[src/design/skf_pkg.sv]
package skf_pkg;

    // sequencer states of the top level
    typedef enum logic [2:0] {
        ST_IDLE,
        ST_PREP,
        ST_DIV,
        ST_MUL_X,
        ST_MUL_P,
        ST_FIN
    } skf_state_t;

    // configuration register indexes
    typedef enum logic [1:0] {
        REG_MEAS_NOISE = 2'd0,
        REG_PROC_NOISE = 2'd1,
        REG_START_EST  = 2'd2,
        REG_START_ERR  = 2'd3
    } skf_reg_t;

    // divider status toward the sequencer
    typedef struct packed {
        logic busy;
        logic done;
    } skf_div_stat_t;

    localparam logic [31:0] RST_MEAS_NOISE = 32'd65536;
    localparam logic [31:0] RST_PROC_NOISE = 32'd655;
    localparam logic [31:0] RST_START_EST  = 32'd0;
    localparam logic [31:0] RST_START_ERR  = 32'd65536;

    localparam int DATA_W = 32;
    localparam int OUT_W  = 88;
    localparam int GAIN_W = 17;

endpackage

[src/design/skf_div.sv]
module skf_div #(
    parameter int GAIN_BITS = 16
) (
    input  logic                     clk,
    input  logic                     rst_n,
    input  logic                     start,
    input  logic [31:0]              num,
    input  logic [32:0]              den,
    output logic [GAIN_BITS:0]       quot,
    output skf_pkg::skf_div_stat_t   stat
);

    // restoring division of num * 2^GAIN_BITS by den, num <= den
    localparam int CW = $clog2(GAIN_BITS + 1);

    logic                busy_reg;
    logic                done_reg;
    logic                first_reg;
    logic [CW-1:0]       cnt_reg;
    logic [32:0]         rem_reg;
    logic [32:0]         rem_next;
    logic [32:0]         den_reg;
    logic                zero_reg;
    logic [GAIN_BITS:0]  quot_reg;
    logic [33:0]         cand;
    logic [33:0]         diff;
    logic                ge;

    // first step compares without a shift, later steps shift in a zero
    assign cand     = first_reg ? {1'b0, rem_reg} : {rem_reg, 1'b0};
    assign diff     = cand - {1'b0, den_reg};
    assign ge       = cand >= {1'b0, den_reg};
    assign rem_next = ge ? diff[32:0] : cand[32:0];

    always_ff @(posedge clk or negedge rst_n)
    begin
        if (!rst_n)
        begin
            busy_reg  <= 1'b0;
            done_reg  <= 1'b0;
            first_reg <= 1'b0;
            cnt_reg   <= '0;
        end
        else
        begin
            done_reg <= busy_reg && (cnt_reg == '0);
            if (start)
            begin
                busy_reg  <= 1'b1;
                first_reg <= 1'b1;
                cnt_reg   <= CW'(GAIN_BITS);
            end
            else if (busy_reg)
            begin
                first_reg <= 1'b0;
                cnt_reg   <= cnt_reg - CW'(1);
                if (cnt_reg == '0)
                begin
                    busy_reg <= 1'b0;
                end
            end
        end
    end

    always_ff @(posedge clk)
    begin
        if (start)
        begin
            rem_reg  <= {1'b0, num};
            den_reg  <= den;
            zero_reg <= (den == '0);
            quot_reg <= '0;
        end
        else if (busy_reg)
        begin
            rem_reg  <= rem_next;
            quot_reg <= {quot_reg[GAIN_BITS-1:0], ge};
        end
    end

    assign quot      = zero_reg ? '0 : quot_reg;
    assign stat.busy = busy_reg;
    assign stat.done = done_reg;

endmodule

[src/design/skf_mul.sv]
module skf_mul #(
    parameter int GAIN_BITS = 16
) (
    input  logic                        clk,
    input  logic                        en,
    input  logic signed [33:0]          a,
    input  logic [GAIN_BITS:0]          b,
    output logic signed [GAIN_BITS+34:0] prod
);

    localparam int PW = GAIN_BITS + 35;

    logic signed [PW-1:0] prod_reg;
    logic signed [PW-1:0] prod_next;

    // signed by unsigned, product fits without the top guard bit
    assign prod_next = PW'(a) * PW'($signed({1'b0, b}));

    always_ff @(posedge clk)
    begin
        if (en)
        begin
            prod_reg <= prod_next;
        end
    end

    assign prod = prod_reg;

endmodule

[src/design/scalar_kalman_filter.sv]
// channel  | dir | signals                          | contents
// ---------+-----+----------------------------------+-----------------------------------
// s        | in  | s_tvalid s_tready s_tdata[31:0]  | sample
// m        | out | m_tvalid m_tready m_tdata[87:0]  | filtered, error_variance, gain_used
// cfg      | in  | cfg_we cfg_index cfg_data        | one register write per cycle
//
// an item goes from transfer in through prep, division, both multiplies and finish to result valid,
// and the next item is taken in the cycle the result appears
// the gain divider retires one quotient bit per cycle and is the longest of those steps
// one registered multiplier is used twice per item, once for the estimate, once for
// the variance
// reset loads the registers and state with their reset values, no clearing pass
// a waiting result holds the sequencer in its last state; s_tready is low while busy
module scalar_kalman_filter #(
    parameter int GAIN_BITS = 16
) (
    input  logic        clk,
    input  logic        rst_n,
    input  logic        s_tvalid,
    output logic        s_tready,
    input  logic [31:0] s_tdata,     // [31:0] sample
    output logic        m_tvalid,
    input  logic        m_tready,
    output logic [87:0] m_tdata,     // [31:0] filtered, [63:32] error_variance,
                                     // [80:64] gain_used, [87:81] zero
    input  logic        cfg_we,
    input  logic [1:0]  cfg_index,
    input  logic [31:0] cfg_data
);

    localparam int PW = GAIN_BITS + 35;
    localparam logic [GAIN_BITS:0] GAIN_ONE = {1'b1, {GAIN_BITS{1'b0}}};

    skf_pkg::skf_state_t state_reg;
    skf_pkg::skf_state_t state_next;

    // configuration and filter state
    logic [31:0]        r_reg;
    logic [31:0]        q_reg;
    logic [31:0]        est_reg;
    logic [31:0]        err_reg;

    // per item working registers
    logic [31:0]        z_reg;
    logic [31:0]        p1_reg;
    logic [GAIN_BITS:0] k_reg;

    // output register
    logic               m_valid_reg;
    logic [31:0]        filt_reg;
    logic [31:0]        var_reg;
    logic [16:0]        gain_reg;

    // sequencer outputs
    logic               div_start;
    logic               mul_en;
    logic               mul_sel_x;
    logic               est_load;
    logic               out_load;
    logic               out_free;

    logic [32:0]        p1_sum;
    logic [31:0]        p1_sat;
    logic [32:0]        den;
    logic [32:0]        innov;
    logic signed [33:0] mul_a;
    logic [GAIN_BITS:0] mul_b;
    logic signed [PW-1:0] prod;
    logic signed [PW-1:0] prod_shr;
    logic [34:0]        x_sum;
    logic [31:0]        x_sat;
    logic [31:0]        p2;
    logic [GAIN_BITS:0] div_quot;
    skf_pkg::skf_div_stat_t div_stat;

    // predicted variance, saturated to 32 bits
    assign p1_sum = {1'b0, err_reg} + {1'b0, q_reg};
    assign p1_sat = p1_sum[32] ? 32'hFFFF_FFFF : p1_sum[31:0];

    // innovation denominator, exact in 33 bits
    assign den = {1'b0, p1_reg} + {1'b0, r_reg};

    assign innov = {z_reg[31], z_reg} - {est_reg[31], est_reg};

    // shared multiplier: gain times innovation, then variance times (one - gain)
    assign mul_a = mul_sel_x ? $signed({innov[32], innov}) : $signed({2'b00, p1_reg});
    assign mul_b = mul_sel_x ? k_reg : (GAIN_ONE - k_reg);

    skf_div #(
        .GAIN_BITS (GAIN_BITS)
    ) u_div (
        .clk   (clk),
        .rst_n (rst_n),
        .start (div_start),
        .num   (p1_reg),
        .den   (den),
        .quot  (div_quot),
        .stat  (div_stat)
    );

    skf_mul #(
        .GAIN_BITS (GAIN_BITS)
    ) u_mul (
        .clk  (clk),
        .en   (mul_en),
        .a    (mul_a),
        .b    (mul_b),
        .prod (prod)
    );

    // floor division by 2^GAIN_BITS, correction stays within 35 signed bits
    assign prod_shr = prod >>> GAIN_BITS;
    assign x_sum    = {{3{est_reg[31]}}, est_reg} + prod_shr[34:0];

    always_comb
    begin
        if (x_sum[34] && !(&x_sum[33:31]))
        begin
            x_sat = 32'h8000_0000;
        end
        else if (!x_sum[34] && (|x_sum[33:31]))
        begin
            x_sat = 32'h7FFF_FFFF;
        end
        else
        begin
            x_sat = x_sum[31:0];
        end
    end

    // variance times (one - gain) never exceeds the predicted variance
    assign p2 = prod[GAIN_BITS+31:GAIN_BITS];

    assign out_free = !m_valid_reg || m_tready;

    // next state
    always_comb
    begin
        state_next = state_reg;
        unique case (state_reg)
            skf_pkg::ST_IDLE:
            begin
                if (s_tvalid)
                begin
                    state_next = skf_pkg::ST_PREP;
                end
            end
            skf_pkg::ST_PREP:
            begin
                if (!div_stat.busy)
                begin
                    state_next = skf_pkg::ST_DIV;
                end
            end
            skf_pkg::ST_DIV:
            begin
                if (div_stat.done)
                begin
                    state_next = skf_pkg::ST_MUL_X;
                end
            end
            skf_pkg::ST_MUL_X:
            begin
                state_next = skf_pkg::ST_MUL_P;
            end
            skf_pkg::ST_MUL_P:
            begin
                state_next = skf_pkg::ST_FIN;
            end
            skf_pkg::ST_FIN:
            begin
                if (out_free)
                begin
                    state_next = skf_pkg::ST_IDLE;
                end
            end
            default:
            begin
                state_next = skf_pkg::ST_IDLE;
            end
        endcase
    end

    // sequencer outputs
    always_comb
    begin
        s_tready  = 1'b0;
        div_start = 1'b0;
        mul_en    = 1'b0;
        mul_sel_x = 1'b0;
        est_load  = 1'b0;
        out_load  = 1'b0;
        unique case (state_reg)
            skf_pkg::ST_IDLE:
            begin
                s_tready = 1'b1;
            end
            skf_pkg::ST_PREP:
            begin
                div_start = !div_stat.busy;
            end
            skf_pkg::ST_DIV:
            begin
            end
            skf_pkg::ST_MUL_X:
            begin
                mul_en    = 1'b1;
                mul_sel_x = 1'b1;
            end
            skf_pkg::ST_MUL_P:
            begin
                mul_en   = 1'b1;
                est_load = 1'b1;
            end
            skf_pkg::ST_FIN:
            begin
                out_load = out_free;
            end
            default:
            begin
            end
        endcase
    end

    always_ff @(posedge clk or negedge rst_n)
    begin
        if (!rst_n)
        begin
            state_reg <= skf_pkg::ST_IDLE;
        end
        else
        begin
            state_reg <= state_next;
        end
    end

    // configuration and filter state; user writes must come only while idle, unchecked
    always_ff @(posedge clk or negedge rst_n)
    begin
        if (!rst_n)
        begin
            r_reg   <= skf_pkg::RST_MEAS_NOISE;
            q_reg   <= skf_pkg::RST_PROC_NOISE;
            est_reg <= skf_pkg::RST_START_EST;
            err_reg <= skf_pkg::RST_START_ERR;
        end
        else if (est_load)
        begin
            est_reg <= x_sat;
        end
        else if (out_load)
        begin
            err_reg <= p2;
        end
        else if (cfg_we)
        begin
            unique case (skf_pkg::skf_reg_t'(cfg_index))
                skf_pkg::REG_MEAS_NOISE: r_reg <= cfg_data;
                skf_pkg::REG_PROC_NOISE: q_reg <= cfg_data;
                skf_pkg::REG_START_EST:  est_reg <= cfg_data;
                skf_pkg::REG_START_ERR:  err_reg <= cfg_data;
                default:
                begin
                end
            endcase
        end
    end

    // working registers
    always_ff @(posedge clk)
    begin
        if (s_tvalid && s_tready)
        begin
            z_reg  <= s_tdata;
            p1_reg <= p1_sat;
        end
        if ((state_reg == skf_pkg::ST_DIV) && div_stat.done)
        begin
            k_reg <= div_quot;
        end
    end

    // output register
    always_ff @(posedge clk or negedge rst_n)
    begin
        if (!rst_n)
        begin
            m_valid_reg <= 1'b0;
        end
        else if (out_load)
        begin
            m_valid_reg <= 1'b1;
        end
        else if (m_tready)
        begin
            m_valid_reg <= 1'b0;
        end
    end

    always_ff @(posedge clk)
    begin
        if (out_load)
        begin
            filt_reg <= est_reg;
            var_reg  <= p2;
            gain_reg <= 17'(k_reg);
        end
    end

    assign m_tvalid = m_valid_reg;
    assign m_tdata  = {7'b0, gain_reg, var_reg, filt_reg};

endmodule

[config.mk]
export PLATFORM = sky130hd
export DESIGN_NAME = scalar_kalman_filter
export DESIGN_NICKNAME = d
export VERILOG_FILES = /design/src/design/skf_pkg.sv /design/src/design/skf_div.sv /design/src/design/skf_mul.sv /design/src/design/scalar_kalman_filter.sv
export SDC_FILE = /design/constraint.sdc
export NUM_CORES = 2
export LEC_CHECK = 0
export BUFFER_PORTS_ARGS = -buffer_cell sky130_fd_sc_hd__buf_2
export CORE_UTILIZATION = 40
export CTS_CLUSTER_DIAMETER = 50
export DETAILED_ROUTE_END_ITERATION = 10
export GPL_ROUTABILITY_DRIVEN = 0
export GPL_TIMING_DRIVEN = 0
export PLACE_DENSITY = 0.52
export SKIP_CTS_REPAIR_TIMING = 1
export SLEW_MARGIN = 20
export SYNTH_ARGS = -nofsm -noshare
export SYNTH_HDL_FRONTEND = slang
export SYNTH_SLANG_ARGS = --single-unit
[constraint.sdc]
create_clock -name clk -period 27.7 [get_ports clk]
set_clock_uncertainty 0.15 [all_clocks]
set_input_delay 1.385 -clock clk [delete_from_list [all_inputs] [get_ports clk]]
set_output_delay 1.385 -clock clk [all_outputs]
set_load 0.02 [all_outputs]
==> metrics.txt <==
status complete, no violations; Final WS setup 15.80 ns; Hold Path Stages 1; Synth warnings 0; syn avg cell area 9.52 µm²; vias in the first global route 33113; Post-synth ARST share 0.333; Crit Path Class reg2reg; initial DRC count slightly below 3000; Die Height 332 µm; Worst setup EP type flop; max FFs per register 35; share of cells above drive strength 1 0.0846; WP data required 27.91 ns; Sink Count ~420; vias per std cell 5.40; Total Nets Final 5674; Yosys top cell area share 0.248; Tightest Hold Check Type reg2reg; Sum Neg Setup Slack 0 ns; Fin. Hold Viols 0; root buf cell clkbuf_16; DRT Pass-1 Iters 5; Worst Setup Start Kind flop; RSZ-0062 raised after global routing no; Final Setup Violations 0; main flop type after synthesis edfxtp_1; synth cell count leaders 759 x inv_1, 594 x nand2_1, 539 x fa_1; mapped cell area 43500 µm²; Tcrit/Tclk final 0.429; core area roughly 110000 µm²; CTS tree yes; worst path arrival time 12.11 ns; Rel. slew slack 0.201; count leader, synth inv_1; pin count of the biggest net entering global routing 81; post-synthesis sequential area ratio 0.271; IO Port Bufs ~150; CTS Buffer Depth 3; H-tree lvl count 2; Area contributors post-synth fa_1 25%, edfxtp_1 18%, ha_1 8.1%; area leader, netlist fa_1; I/O pins approximately 160; Vias 33647; Starting Density 0.405; Least-Margin Pin Slew 1.19 ns; Final ANT Viol Nets 0; Unique masters post-synth between 90 and 100; count of final max-slew check failures 0; most frequent CP cell fa_1; gr usage total 0.264; fmax between 80 and 90 MHz; FF-to-FF End u_mul.prod[49]$_DFFE_PP_; Min-Delay Startpoint u_div.quot_reg[16]$_SDFFE_PP0P_; RR Startpoint est_reg[0]$_DFFE_PN0P_; overflow left after global routing 0; Routed WL roughly 140000 µm; launch point of the worst path est_reg[0]$_DFFE_PN0P_; initial antenna violation count 13; drt wl/cell 23.2 µm; Syn-to-layout area delta 10.4%; HPWL after DPL 121000 µm; Clk pin slew, worst setup/hold paths 0.07 ns; FF+latch count, synth 421; Worst path max stage delay roughly 0.96 ns; number of cell rows 120; Worst-Skew Late Latency between 0.6 and 0.7 ns; DR DRC count 0; maximum fanout along the worst path 10; Mapped Cells between 4000 and 5000; Tmin final between 10 and 15 ns; maxcap violations 0; CTS Buf Count 47; die footprint 110000 µm²; flop-to-flop setup slack 15.80 ns; Post-synth EDFFs 263; die width between 300 and 400 µm; first-pass GRT wire length 217000 µm; slowest stage cell, crit path o31ai_1; r2r worst-path depth 32; Worst Hold End u_div.quot_reg[16]$_SDFFE_PP0P_; Place WS 16.04 ns
layout by cell type, fill, tap and decap left out, drive strengths merged, types with 21 or more instances in the layout:
cell,synthesis,final
nor2b,53,53
ha,283,283
clkbuf,148,205
mux2i,59,59
inv,759,767
nand3,69,69
a21oi,202,202
mux2,97,97
and3,44,44
o21a,40,40
o221ai,29,29
nor3,31,31
buf,20,183
o21bai,22,22
fa,539,539
a21o,87,87
edfxtp,263,263
nor2,359,359
o21ai,195,195
a31oi,21,21
nand2b,33,33
nand2,594,594
xnor2,120,120
dfrtp,132,132
and2,39,39
xor2,74,74
layout make-up:
| class | instances | area, µm² |
|---|---|---|
| fillers | 10464 | 59400 |
| plain buffers | 168 | 664 |
| flip-flops and latches | 421 | 11800 |
| clock inverters | 32 | 363 |
| clock buffers | 56 | 1280 |
| repair buffers | 164 | 976 |
| diodes | 3 | 7.51 |
| multi-input cells | 3220 | 28300 |
| inverters | 759 | 2850 |
| well taps | 1403 | 1760 |
layer usage:
metal	wire (µm)	up-vias	GRT usage	share of wire
met1	67300	16971	0.393	0.47
met5	21	-	0	0.00015
met2	62600	1125	0.398	0.43
met3	10200	193	0.0395	0.071
met4	4200	4	0.0728	0.029
li1	-	15354	-	-
how the worst max path moves through the flow:
stage / end / slack [ns] / cells past startpoint
after floorplan: u_mul.prod[49]$_DFFE_PP_ / 18.68 / 33
after global placement: u_mul.prod[50]$_DFFE_PP_ / 15.94 / 28
after detailed placement: u_mul.prod[49]$_DFFE_PP_ / 16.04 / 32
after CTS: u_mul.prod[49]$_DFFE_PP_ / 16.00 / 32
after global routing: u_mul.prod[49]$_DFFE_PP_ / 15.43 / 32
final: u_mul.prod[49]$_DFFE_PP_ / 15.80 / 32
cells by family after synthesis:
logic type / after synthesis / synth area share
AO/OA/AOI/OAI: 740 / 0.109
buffers and inverters: 927 / 0.0808
AND/OR/NAND/NOR: 1300 / 0.131
XOR/XNOR: 195 / 0.0398
multiplexers: 156 / 0.0387
other: 1 / 0.0000863
adder cells (fa/ha/maj): 822 / 0.330
flip-flops: 421 / 0.271
metrics by stage:
stage	utilization	hold slack [ns]	cells	instance area (µm²)
after global routing	0.447	0.358	6223	47900
after detailed placement	0.431	0.311	6135	46300
after CTS	0.446	0.328	6223	47900
final	0.447	0.332	6226	48000
after floorplan	-	0.284	4568	43500
after global placement	0.428	0.302	6124	46000
critical path, delay by kind of cell (launching register included):
family                     cells  cell delay (ns)
AOI/OAI and AO/OA             16             5.95
adders and majority gates      9             4.04
buffers and inverters          5             0.79
DFF                            1             0.45
and+or+nand+nor                2             0.26
Power is not shown: default switching activity piles up to over one toggle a cycle in this logic, so the estimate is an artifact.
